--- config.mk ---
export PLATFORM = sky130hd
export DESIGN_NAME = bwa_event_queue
export DESIGN_NICKNAME = d
export VERILOG_FILES = /design/src/rtl/bwa_event_queue.sv
export SDC_FILE = /design/constraint.sdc
export NUM_CORES = 2
export LEC_CHECK = 0
export BUFFER_PORTS_ARGS = -buffer_cell sky130_fd_sc_hd__buf_2
export CAP_MARGIN = 20
export CORE_ASPECT_RATIO = 1.2
export CORE_MARGIN = 3
export CORE_UTILIZATION = 45
export DETAILED_ROUTE_END_ITERATION = 8
export REMOVE_ABC_BUFFERS = 1
export SLEW_MARGIN = 10
export SYNTH_ARGS = -nofsm -noshare
export SYNTH_HDL_FRONTEND = slang
export SYNTH_SLANG_ARGS = --single-unit
--- constraint.sdc ---
create_clock -name aclk -period 9.45 [get_ports aclk]
set_clock_uncertainty 0.05 [all_clocks]
set_input_delay 1.89 -clock aclk [delete_from_list [all_inputs] [get_ports aclk]]
set_output_delay 1.89 -clock aclk [all_outputs]
set_load 0.01 [all_outputs]
--- src/rtl/bwa_event_queue.sv ---
// ----------------------------------------------------------------------------
// bwa_event_queue: storage for queued level changes
// Single write port, single read port with registered read data. Each entry
// holds the tact and the level code of one change.
// ----------------------------------------------------------------------------
`default_nettype none

module bwa_event_queue #(
    parameter int DEPTH = 64,
    parameter int PTR_W = 6
) (
    input  wire logic             aclk,
    input  wire logic             wr_en,
    input  wire logic [PTR_W-1:0] wr_addr,
    input  wire logic [31:0]      wr_tact,
    input  wire logic [1:0]       wr_level,
    input  wire logic             rd_en,
    input  wire logic [PTR_W-1:0] rd_addr,
    output logic      [31:0]      rd_tact,
    output logic      [1:0]       rd_level
);

    logic [33:0] mem [DEPTH];
    logic [33:0] rd_data_reg;

    // write port
    always_ff @(posedge aclk) begin
        if (wr_en) begin
            mem[wr_addr] <= {wr_level, wr_tact};
        end
    end

    // registered read port
    always_ff @(posedge aclk) begin
        if (rd_en) begin
            rd_data_reg <= mem[rd_addr];
        end
    end

    assign rd_tact  = rd_data_reg[31:0];
    assign rd_level = rd_data_reg[33:32];

endmodule

`default_nettype wire

======== Word level (Yosys, flattened, before mapping) ========
Memory sizes are Yosys's and may differ from the RTL's. A register that Yosys moved wholly into a read port is not among the register bits.
Cells that the tools add are included.
storage, ports and cells
  input bits .............................. 49
  bits in writable memories ............... 2176
  register bits ........................... 0
  memories ................................ 1
  logic and storage cells ................. 3
  output and inout bits ................... 34
operators by class
  muxes and demuxes ....................... 2
memories
  memory  depth  width  rd ports  clocked after Yosys merged registers in  write ports  line  text
  mem     64     34     1         1                                        1            23    logic [33:0] mem [DEPTH];
operators with widths
  kind    count
  $mux 1  2

======== Longest topological paths before layout ========
  word-level depth ........................ 2
  mapped depth ............................ 10
  gate-level depth less buffers ........... 5

======== Least setup slack after synthesis ========
OpenSTA, ideal clock, no wires.
  kind .................................... input to register
  start ................................... input wr_addr[3]
  end ..................................... memory mem[48][0] (enable)
  data required time ...................... 8.933 ns
  setup time .............................. 0.467 ns
  buffers on the path ..................... 1
  arrival ................................. 4.723 ns
  slack ................................... 4.210 ns
  stages on the path ...................... 4
  cell sequence ........................... clkbuf_1 > nor2b_1 > nand4b_1 > nor3_1
RTL lines
  item         line  text
  from (decl)  14    input wire logic [PTR_W-1:0] wr_addr,
  to (decl)    23
Straight into the memory's write port.

==> impl_metrics.json <==
{
  "synth.most_common_cell": "edfxtp_1",
  "grt-ovfl-total": 0,
  "critical_path_buf_inv_count": 3,
  "worstPathArrival_ns": 5.26,
  "hold_viol": 0,
  "grt_max_degree": 116,
  "slowest_delay_ns": 0.74,
  "rr_worst_depth": 5,
  "status": "finished clean",
  "drt_wl_total_um": 228000,
  "start_util_pct": 45.3,
  "cp_max_fo": 53,
  "critical_path_class": "primary input to flip-flop",
  "htreeDepth": 4,
  "numPortBuffers": 82,
  "slowest_stage": "buf_4",
  "rsz0062_at_grt": "no",
  "hold_end": "rd_data_reg[0]$_DFFE_PP_",
  "hp-start": "mem[40][0]$_DFFE_PP_",
  "vias_per_cell": 6.22,
  "drt_iter0_markers": 4942,
  "holdPathStages": 4,
  "finalSetupViolCount": 0,
  "fin_crit_ns": 4.73,
  "synth_area_leaders": "edfxtp_1, mux4_2, mux2i_1, mux2_2, o22ai_1",
  "final.setup.tns_ns": 0,
  "cts_buffers": 213,
  "drive_gt1_share_pct": 26.8,
  "slew_headroom_pct": 26.4,
  "synthFlopType": "edfxtp_1",
  "synth_area_um2": 84100,
  "postCtsResizedCells": 0,
  "track_usage_pct": 23.7,
  "cts_tree": "built",
  "synth_top_area_cell": "edfxtp_1",
  "avgSynthCellArea_um2": 22.5,
  "fp-row-count": 173,
  "fin_nets": 4016,
  "insertion_delay_ns": 0.86,
  "ir_drop_mv": 0.205,
  "globalplace.congestion": 0.766,
  "grt_pass1_vias": 41646,
  "final_antenna_net_count": 0,
  "synth-edff-count": 2210,
  "hold_path_class": "flip-flop to flip-flop",
  "place_inst": 6183,
  "yosysWarnings": 0,
  "max_freq_ghz": 0.212,
  "synthDominantCellAreaShare_pct": 78.9,
  "cp.required_ns": 9.98,
  "vias": 41055,
  "worst_pin_slew_ns": 1.10,
  "min_period_over_period_pct": 50.0,
  "first_pass_iters": 7,
  "largest_reg_flops": 2176,
  "grt_antenna_before_repair": 25,
  "cts_hold_buf": 0,
  "hold-worst-slack_ns": 0.854,
  "dieWidth_um": 401,
  "power_leakage_nw": 29.5,
  "clk_path_buf_depth": 3,
  "coreArea_um2": 186000,
  "drv_cap": 0,
  "synth_cells": 3744,
  "synth-async-reset-ratio_pct": 0,
  "cts_root_buf": "clkbuf_16",
  "final_cell_count_no_fill": 6601,
  "cellPowerDensity_nw_per_um2": 210,
  "pin_count": 83,
  "end_kind": "flip-flop",
  "cts.reportedPaths.clkPinSlew_ns": 0.06,
  "die_y_um": 480,
  "synth.distinct_cells": 40,
  "r2r-start": "mem[19][23]$_DFFE_PP_",
  "synth_seq_cells": 2210,
  "crit_chain": "buf_8, buf_12, buf_4, mux4_2, a211oi_1, o22ai_1, and3_1",
  "synthToLayoutAreaGrowth_pct": 12.9,
  "die-area_um2": 192000,
  "cpLargestDelayFamily": "buffers and inverters",
  "cts_sinks": 2210,
  "seq_area_frac_synth_pct": 78.9,
  "post_cts_buffers": 0,
  "synth_commonest_cells": "edfxtp_1, mux4_2, mux2i_1, clkbuf_1, nor2_1",
  "hpwl_um": 121000,
  "r2r_setup_slack_ns": 7.11,
  "drv_slew": 0,
  "startpoint_type": "primary input",
  "r2r-end": "rd_data_reg[23]$_DFFE_PP_",
  "wl_per_cell_um": 34.5,
  "grt_pass1_wl_um": 320000,
  "drc": 0
}
-- power breakdown --
group / switching [W] / total (W) / internal (W)
clock: 0.00357 / 0.00802 / 0.00446
sequential: 0.0000353 / 0.0109 / 0.0109
combinational: 0.000651 / 0.00100 / 0.000352
-- placed cells by master, fill, tap and decap left out, types with 4 or more instances in the layout --
master,Yosys,layout
bufinv_16,0,9
nor2_1,89,23
buf_4,18,112
clkinv_1,1,65
mux4_2,472,472
a211oi_1,22,22
buf_12,0,26
a22oi_1,55,55
buf_2,63,78
nand2b_1,9,8
o211a_1,5,5
o221ai_1,39,39
diode_2,0,10
inv_6,0,4
a31oi_1,5,5
clkinvlp_4,0,4
o22a_1,10,10
o22ai_1,85,85
nor2_4,0,63
or2_2,4,4
o21ai_0,10,10
edfxtp_1,2210,2210
nand4_1,46,46
nor3_1,7,5
mux2_2,54,54
clkinv_2,0,40
o211ai_1,10,10
nand3_1,69,69
and3_1,12,12
a311o_1,10,10
clkinv_8,0,4
a221o_1,24,24
nand2_1,80,78
nor2b_1,23,19
mux2i_1,150,150
a21oi_1,17,17
clkbuf_1,89,43
clkbuf_16,0,219
-- area by class of cell --
cell class	count	area, um^2
fill	14380	90500
sequential	2210	66400
multi-input combinational	1319	17100
clock buffer	262	5640
tap	2450	3070
timing repair buffer	222	1880
clock inverter	127	870
antenna	10	25.0
inverter	1	3.75
-- through the flow --
| stage | area (um^2) | total power [W] | setup WS (ns) | util, % |
|---|---|---|---|---|
| after floorplan | 83000 | 0.0115 | 4.36 | - |
| after global placement | 88000 | 0.0121 | 3.72 | 47.4 |
| after detailed placement | 88000 | 0.0121 | 3.71 | 47.5 |
| after CTS | 94500 | 0.0201 | 4.62 | 51.0 |
| after global routing | 95000 | 0.0205 | 4.53 | 51.2 |
| final | 95000 | 0.0199 | 4.72 | 51.2 |
-- logic make-up after synthesis --
| family | after synthesis | synth area share (%) |
|---|---|---|
| buf+inv | 215 | 1.36 |
| mux | 676 | 15.1 |
| flops | 2210 | 78.9 |
| compound gates | 297 | 2.63 |
| simple gates | 346 | 1.97 |
-- worst max path at each step --
stage               start                        end  slack, ns  cells after the start
4_1_cts        rd_addr[0]   rd_data_reg[8]$_DFFE_PP_       4.62                      7
5_1_grt        rd_addr[0]  rd_data_reg[27]$_DFFE_PP_       4.53                      7
3_3_place_gp   rd_addr[0]   rd_data_reg[8]$_DFFE_PP_       3.72                      7
3_5_place_dp   rd_addr[0]   rd_data_reg[8]$_DFFE_PP_       3.71                      7
6_report       rd_addr[0]  rd_data_reg[27]$_DFFE_PP_       4.72                      7
2_1_floorplan       wr_en       mem[48][0]$_DFFE_PP_       4.36                      3
-- tightest hold or removal path, cell delays in order, from the launching register on --
cell	delay, ns
edfxtp_1	0.31
mux4_2	0.22
nand2_1	0.06
nand4_1	0.08
o211a_1	0.15
-- per-layer routing --
| layer | track usage, % | routed length, um | share of wire, % | vias to the layer above |
|---|---|---|---|---|
| li1 | - | - | - | 16445 |
| met1 | 32.4 | 87600 | 38 | 22347 |
| met2 | 38.4 | 112000 | 49 | 1898 |
| met3 | 5.04 | 20600 | 9.1 | 351 |
| met4 | 7.75 | 7300 | 3.2 | 14 |
| met5 | 0 | 80 | 0.035 | - |
Note: power is estimated with default switching activity, not from simulation.
