[src/rtl/bwa_pkg.sv]
// ----------------------------------------------------------------------------
// bwa_pkg: shared types and constants of the beeper window-average sampler
// Holds the sequencer states, operation and register codes, the mixed level
// table and the fixed widths of times, levels and filter values.
// ----------------------------------------------------------------------------
`default_nettype none

package bwa_pkg;

    // operation codes carried in s_tuser
    localparam logic [1:0] OP_RECORD  = 2'd0;
    localparam logic [1:0] OP_TICK    = 2'd1;
    localparam logic [1:0] OP_BEGIN   = 2'd2;
    localparam logic [1:0] OP_RESTART = 2'd3;

    // configuration register indexes
    localparam logic [1:0] CFG_SAMPLE_PERIOD = 2'd0;
    localparam logic [1:0] CFG_DC_ALPHA      = 2'd1;
    localparam logic [1:0] CFG_SAMPLE_SCALE  = 2'd2;

    // register reset values
    localparam logic [31:0] PERIOD_RST = 32'd5201178;
    localparam logic [15:0] ALPHA_RST  = 16'd65522;
    localparam logic [15:0] SCALE_RST  = 16'd32767;

    // fixed widths
    localparam int TIME_W = 48;   // Q32.16 tacts
    localparam int RAW_W  = 17;   // unsigned Q16 level, up to 1.0
    localparam int FILT_W = 24;   // filter output, signed
    localparam int DEN_W  = 41;   // sum of shifted durations
    localparam int NUM_W  = 58;   // duration-weighted level sum
    localparam int QUO_W  = 17;   // average level bits

    // level of code 1 in Q16 (about 0.33 of full scale); code 2 is twice this
    localparam logic [14:0] LEVEL_THIRD = 15'd21627;

    // sequencer states
    typedef enum logic [3:0] {
        ST_IDLE,
        ST_WALK_RD,
        ST_WALK_EV,
        ST_TAIL,
        ST_SUMS,
        ST_MUL_LO,
        ST_MUL_HI,
        ST_DIV,
        ST_FILT_MUL,
        ST_FILT_ADD,
        ST_SCALE_MUL,
        ST_SCALE_SAT,
        ST_EMIT
    } state_t;

    // mixed level of a code (ear*2 + mic), Q16
    function automatic logic [RAW_W-1:0] bwa_level(input logic [1:0] code);
        logic [RAW_W-1:0] lv;
        case (code)
            2'd0:    lv = 17'd0;
            2'd1:    lv = 17'd21627;
            2'd2:    lv = 17'd43254;
            default: lv = 17'd65536;
        endcase
        return lv;
    endfunction

    // right shift that brings a window length below 2^40
    function automatic logic [3:0] bwa_norm_shift(input logic [TIME_W-1:0] total);
        logic [3:0] sh;
        sh = 4'd0;
        for (int i = 0; i < 8; i++) begin
            if (total[40+i]) begin
                sh = 4'(i + 1);
            end
        end
        return sh;
    endfunction

endpackage

`default_nettype wire

[src/rtl/bwa_divider.sv]
// ----------------------------------------------------------------------------
// bwa_divider: serial restoring divider for the window average
// One quotient bit per cycle. The quotient is known to fit in QUO_W bits,
// so the upper numerator bits load straight into the remainder.
// ----------------------------------------------------------------------------
`default_nettype none

module bwa_divider
    import bwa_pkg::*;
(
    input  wire logic             aclk,
    input  wire logic             aresetn,
    input  wire logic             start,
    input  wire logic [NUM_W-1:0] num,
    input  wire logic [DEN_W-1:0] den,
    output logic                  done,
    output logic      [QUO_W-1:0] quot
);

    localparam int CNT_W = $clog2(QUO_W + 1);

    logic [DEN_W-1:0] rem_reg,  rem_next;
    logic [QUO_W-1:0] low_reg,  low_next;
    logic [QUO_W-1:0] quo_reg,  quo_next;
    logic [DEN_W-1:0] den_reg,  den_next;
    logic [CNT_W-1:0] cnt_reg,  cnt_next;
    logic             busy_reg, busy_next;
    logic             done_reg, done_next;
    logic [DEN_W:0]   trial;
    logic [DEN_W:0]   diff;

    // one restoring step
    always_comb begin
        trial     = {rem_reg, low_reg[QUO_W-1]};
        diff      = trial - {1'b0, den_reg};
        rem_next  = rem_reg;
        low_next  = low_reg;
        quo_next  = quo_reg;
        den_next  = den_reg;
        cnt_next  = cnt_reg;
        busy_next = busy_reg;
        done_next = 1'b0;
        if (start) begin
            rem_next  = num[NUM_W-1 -: DEN_W];
            low_next  = num[QUO_W-1:0];
            den_next  = den;
            cnt_next  = '0;
            busy_next = 1'b1;
        end else if (busy_reg) begin
            if (trial >= {1'b0, den_reg}) begin
                rem_next = diff[DEN_W-1:0];
                quo_next = {quo_reg[QUO_W-2:0], 1'b1};
            end else begin
                rem_next = trial[DEN_W-1:0];
                quo_next = {quo_reg[QUO_W-2:0], 1'b0};
            end
            low_next = {low_reg[QUO_W-2:0], 1'b0};
            cnt_next = cnt_reg + 1'b1;
            if (cnt_reg == CNT_W'(QUO_W - 1)) begin
                busy_next = 1'b0;
                done_next = 1'b1;
            end
        end
    end

    // control registers
    always_ff @(posedge aclk) begin
        if (!aresetn) begin
            busy_reg <= 1'b0;
            done_reg <= 1'b0;
            cnt_reg  <= '0;
        end else begin
            busy_reg <= busy_next;
            done_reg <= done_next;
            cnt_reg  <= cnt_next;
        end
    end

    // datapath registers
    always_ff @(posedge aclk) begin
        rem_reg <= rem_next;
        low_reg <= low_next;
        quo_reg <= quo_next;
        den_reg <= den_next;
    end

    assign done = done_reg;
    assign quot = quo_reg;

endmodule

`default_nettype wire

[config.mk]
export PLATFORM = sky130hd
export DESIGN_NAME = bwa_divider
export DESIGN_NICKNAME = d
export VERILOG_FILES = /design/src/rtl/bwa_pkg.sv /design/src/rtl/bwa_divider.sv
export SDC_FILE = /design/constraint.sdc
export NUM_CORES = 1
export LEC_CHECK = 0
export ABC_AREA = 0
export BUFFER_PORTS_ARGS = -buffer_cell sky130_fd_sc_hd__buf_2
export CORE_UTILIZATION = 58
export DETAILED_ROUTE_END_ITERATION = 8
export GPL_ROUTABILITY_DRIVEN = 1
export PLACE_DENSITY = 0.82
export SYNTH_ARGS = -nofsm -noshare
export SYNTH_HDL_FRONTEND = slang
export SYNTH_SLANG_ARGS = --single-unit
[constraint.sdc]
create_clock -name aclk -period 3.7 [get_ports aclk]
set_input_delay 0.185 -clock aclk [delete_from_list [all_inputs] [get_ports aclk]]
set_output_delay 0.185 -clock aclk [all_outputs]
set_load 0.05 [all_outputs]
# Word-level counts from Yosys, hierarchy flattened
# Cells that the tools add are included.
[word_totals]
reg_bits = 123
input_bits = 102
out_inout_bits = 18
elab_cells = 28
[op_classes]
addsub = 2
n_lt_le_gt_ge = 1
eq_ne = 1
muxes = 10
bitwise = 3
n_reduce_logical = 4
[ops]
columns = ["cell", "count"]
rows = [
  ["41-bit 2-to-1 mux", 3],
  ["42-bit by 41-bit >= comparator with 1-bit output", 1],
  ["41-bit subtractor", 1],
  ["17-bit 2-to-1 mux", 2],
  ["5-bit by 1-bit adder with 5-bit output, second input constant", 1],
  ["5-bit equality test, second input constant", 1],
  ["1-bit 2-to-1 mux", 5],
  ["1-bit inverter", 3],
  ["3-bit OR reduction", 1],
  ["2-bit AND reduction", 1],
  ["2-bit nonzero test", 1],
  ["2-bit OR reduction", 1],
]

# Depth between registers and ports, before layout
[depth]
ltp_word = 4
depth_mapped = 14
depth_no_buf = 14

# Worst setup path after synthesis
# No wires, ideal clock.
[synth_timing]
path_type = "flip-flop to flip-flop"
start = "reg low_reg[16]"
end = "reg rem_reg[30], data pin"
setup_time_ps = 270
arrival_ps = 2766
slack_ps = 663
path_stages_with_launch = 14
n_path_buf = 0
path_cell_list = "edfxtp_1 > inv_1 > ha_1 > inv_1 > fa_1 > a21o_1 > a221oi_4 > o21ai_2 > nor2_2 > a21oi_1 > o311a_1 > o31a_1 > a221oi_1 > a21oi_1"
[synth_between]
elab_chain_len = 4
word_cells_on_any_way = 5
cone_classes = "add/sub: 1; order compare: 1; mux: 3"
[synth_rtl]
columns = ["item", "line", "text"]
rows = [
  ["from (decl)", "bwa_divider.sv:23", "logic [QUO_W-1:0] low_reg, low_next;"],
  ["from (signal assigned)", "bwa_divider.sv:82", "low_reg <= low_next;"],
  ["41-bit subtractor / 42-bit by 41-bit >= comparator with 1-bit output (equally long branches)", "bwa_divider.sv:35, bwa_divider.sv:50", ""],
  ["41-bit 2-to-1 mux *", "bwa_divider.sv:50", "if (trial >= {1'b0, den_reg}) begin"],
  ["41-bit 2-to-1 mux *", "bwa_divider.sv:49", "end else if (busy_reg) begin"],
  ["41-bit 2-to-1 mux *", "bwa_divider.sv:43", "if (start) begin"],
  ["net rem_next[30]", "bwa_divider.sv:22", "logic [DEN_W-1:0] rem_reg, rem_next;"],
  ["to (signal assigned)", "bwa_divider.sv:81", "rem_reg <= rem_next;"],
  ["to (decl)", "bwa_divider.sv:22", ""],
]
# The timed path passes the listed nets; every way through them passes the cells marked *. The select of a mux whose other input is x is not followed.
# A chain may end at the register's enable or synchronous reset.

# Final worst setup path
# Ends and elaborated chain as after synthesis.

==> out/qor.csv <==
stage,metric,value,unit
outcome,status,finished clean,
hold_path,min-delay src,aresetn,
floorplan,die height,116,um
synth,Most used DFF post-synth,edfxtp_1,
placed_design,Area after DPL,8260,um2
cts,number of H-tree levels,4,
pwr,leakage power,4.02,nW
routing,DRT Pass-1 Iters,5,
routing,Initial DRC Count,495,
cts,Skew-Pair Late Insertion Delay,430,ps
synth,Post-synth ARST share,0,%
timing,fmax,297,MHz
final_layout,filler instances,889,
final_layout,final net count,1026,
timing,Worst-Margin Slew,1250,ps
pwr,overall power,0.00597,W
final_layout,Area Growth Syn to Fin,23.3,%
global_routing,initial antenna violation count,0,
placed_design,port bufs,119,
synth,multiplexer share of the synthesized area,3.70,%
floorplan,die footprint,13500,um2
worst_setup_path,Critical Path End Type,flip-flop,
synth,Simple-Gate Fraction of Synth Area,11.1,%
worst_setup_path,Critical Path Fanout Max,4,
worst_setup_path,Worst Path Arrival,3510,ps
synth,synth warn,0,
cts,total CTS buffers,17,
synth,area of the mapped netlist,7540,um2
routing,DRC,0,
worst_setup_path,reg2reg start,low_reg[16]$_DFFE_PP_,
timing,max_slew headroom,16.4,%
worst_setup_path,CP peak stage delay,400,ps
worst_setup_path,CP Launch Type,flip-flop,
final_layout,post-layout util,73.4,%
routing,mean routed wirelength per cell,17.3,um
final_layout,final design area excluding fillers,9310,um2
timing,"Hold Vio Cnt, Final",0,
timing,Slew Limit Fails,0,
flow_run,max_cap viols,0,
timing,post-route setup TNS,0,ps
timing,min Tclk post-route,3360,ps
synth,syn avg cell area,10.4,um2
routing,final wirelength,18.4,mm
hold_path,hold-critical path depth,2,
cts,CTS tree,built,
timing,final setup vio count,0,
timing,RSZ-0062 raised after global routing,no,
hold_path,hold endpoint,busy_reg$_SDFF_PN0_,
floorplan,core area,12700,um2
floorplan,num rows,41,
final_layout,fraction of layout cells with a size suffix above 1,22.4,%
global_routing,gr ovfl total,0,
synth,Post-Synth XOR/XNOR Area,4.41,%
routing,Routed Antenna Nets,0,
floorplan,Initial Util,59.5,%
hold_path,HP Class,in -> reg,
floorplan,chip width,116,um
worst_setup_path,crit path cell chain,"inv_1, ha_1, inv_1, fa_1, a21o_1, a221oi_4, o21ai_2, nor2_2, a21oi_1, o311a_1, o31a_1, a221oi_1, a21oi_1",
routing,total number of vias,6210,
routing,vias per cell,5.83,
synth,Synth Area in Compound Gates,19.1,%
synth,post-synthesis adder-cell area fraction,7.40,%
worst_setup_path,Crit-path slowest cell,fa_1,
timing,worst-case clock skew,11.3,ps
synth,sequential area share after synthesis,48.0,%
cts,clock sinks,123,
placed_design,RePlAce Congestion,0.919,
worst_setup_path,Worst Reg-to-Reg Cells,13,
global_routing,vias in the first global route,6042,
synth,number of synthesized flops with an enable pin,116,
synth,Post-Syn Instances,728,
synth,"Distinct cells, synth",69,
floorplan,I/O pin count,120,
timing,Tcrit/Tclk final,90.9,%
final_layout,n_diodes,0,
synth,largest family of logic cells by synthesized area,compound AO/OA/AOI/OAI gates,
worst_setup_path,r2r setup slk,340,ps
global_routing,GRT Total Usage,28.7,%
global_routing,global-route wire length before repair,29.1,mm
synth,syn nets,874,
synth,Synth Register Bits,123,
cts,CTS Root Cell,clkbuf_16,
worst_setup_path,critical path class,reg -> reg,
placed_design,dpl hpwl,12.2,mm
cts,CTS Buffer Depth,2,
worst_setup_path,Worst R2R End,rem_reg[30]$_DFFE_PP_,
pwr,Max VDD drop,428,uV
worst_setup_path,WP data required,3850,ps
global_routing,largest net degree at the start of global routing,65,
cts,clk slew on worst S/H paths,60,ps
pwr,Cell Pwr Density,641,nW/um2
==> critical path: cells and delay by family, from the launching register on <==
family	cells	cell delay, ps
buffers and inverters	2	120
flip-flops	1	380
adder cells (fa/ha/maj)	2	560
AND/OR/NAND/NOR	1	180
AO/OA/AOI/OAI	8	1830
==> kinds of logic after synthesis <==
| family | after synthesis |
|---|---|
| AO/OA/AOI/OAI | 216 |
| XOR/XNOR | 38 |
| adder cells (fa/ha/maj) | 44 |
| buffers and inverters | 120 |
| flip-flops | 123 |
| multiplexers | 25 |
| AND/OR/NAND/NOR | 162 |
==> power by group <==
part / total, W / leakage [nW] / internal [W] / switching (W)
clock network: 0.00172 / 0.291 / 0.00109 / 0.000629
logic: 0.00235 / 2.53 / 0.000983 / 0.00137
registers: 0.00190 / 1.20 / 0.00179 / 0.000108
total: 0.00597 / 4.02 / 0.00387 / 0.00210
==> cells in the mapped netlist (all sizes together), types with 19 or more instances <==
master  instances  share of area (%)
clkbuf         24                1.2
a21o           23                2.3
a21oi          72                4.8
inv            79                3.9
mux2           23                3.4
o21ai          33                2.3
ha             43                7.1
a211oi         23                2.4
edfxtp        116                 46
xor2           19                2.2
nand2          37                1.8
nor2           44                2.3
xnor2          19                2.2
==> cell type report <==
cell class	instances	area [um2]	share of cell area, %
clock buffer	21	460	4.95
sequential	123	3620	38.9
multi-input combinational	485	3450	37.1
tap	172	215	2.31
inverter	79	297	3.19
timing repair buffer	174	1120	12.0
clock inverter	11	145	1.56
==> stage by stage <==
step | setup WS [ps] | hold slack (ps) | std cells
final | 338 | 28.5 | 1065
after global routing | 18.1 | 32.1 | 1065
after CTS | 138 | 18.7 | 1062
after detailed placement | 146 | 363 | 989
after global placement | 294 | 361 | 989
after floorplan | 663 | 284 | 728
==> placed cells by master (no fill, tap or decap), types with 9 or more instances in the layout <==
cell type,count
a211oi_1,22
a21o_1,23
a21oi_1,72
a31oi_1,10
and3_1,9
buf_2,118
buf_4,14
clkbuf_16,17
dlygate4sd3_1,41
edfxtp_1,116
ha_1,43
inv_1,78
mux2_2,22
nand2_1,37
nand3_1,10
nand4_1,16
nor2_1,42
nor2b_1,9
o21ai_0,28
xnor2_1,19
xor2_1,19
==> timing repair <==
item,CTS,global route
setup endpoints to repair,0,27
buffers inserted,0,3
hold buffers,41,0
gates resized for setup,0,1
hold endpoints to repair,41,0
==> worst max-delay path by stage <==
stage | start | to | depth (start not counted)
5_1_grt | low_reg[16]$_DFFE_PP_ | rem_reg[24]$_DFFE_PP_ | 12
2_1_floorplan | low_reg[16]$_DFFE_PP_ | rem_reg[30]$_DFFE_PP_ | 13
3_5_place_dp | low_reg[16]$_DFFE_PP_ | rem_reg[14]$_DFFE_PP_ | 14
6_report | low_reg[16]$_DFFE_PP_ | rem_reg[30]$_DFFE_PP_ | 13
3_3_place_gp | low_reg[16]$_DFFE_PP_ | rem_reg[12]$_DFFE_PP_ | 13
4_1_cts | low_reg[16]$_DFFE_PP_ | rem_reg[14]$_DFFE_PP_ | 14
==> metal layers <==
| metal | GRT usage (%) | vias up | part of all wire [%] | routed length [um] |
|---|---|---|---|---|
| met5 | 0 | - | 0 | 0 |
| met4 | 9.83 | 0 | 1.8 | 337 |
| met3 | 6.64 | 24 | 6.5 | 1200 |
| met2 | 47.7 | 248 | 48 | 8920 |
| met1 | 36.8 | 2959 | 43 | 7950 |
| li1 | - | 2979 | - | - |
No activity file was read; power rests on OpenSTA's default activity.
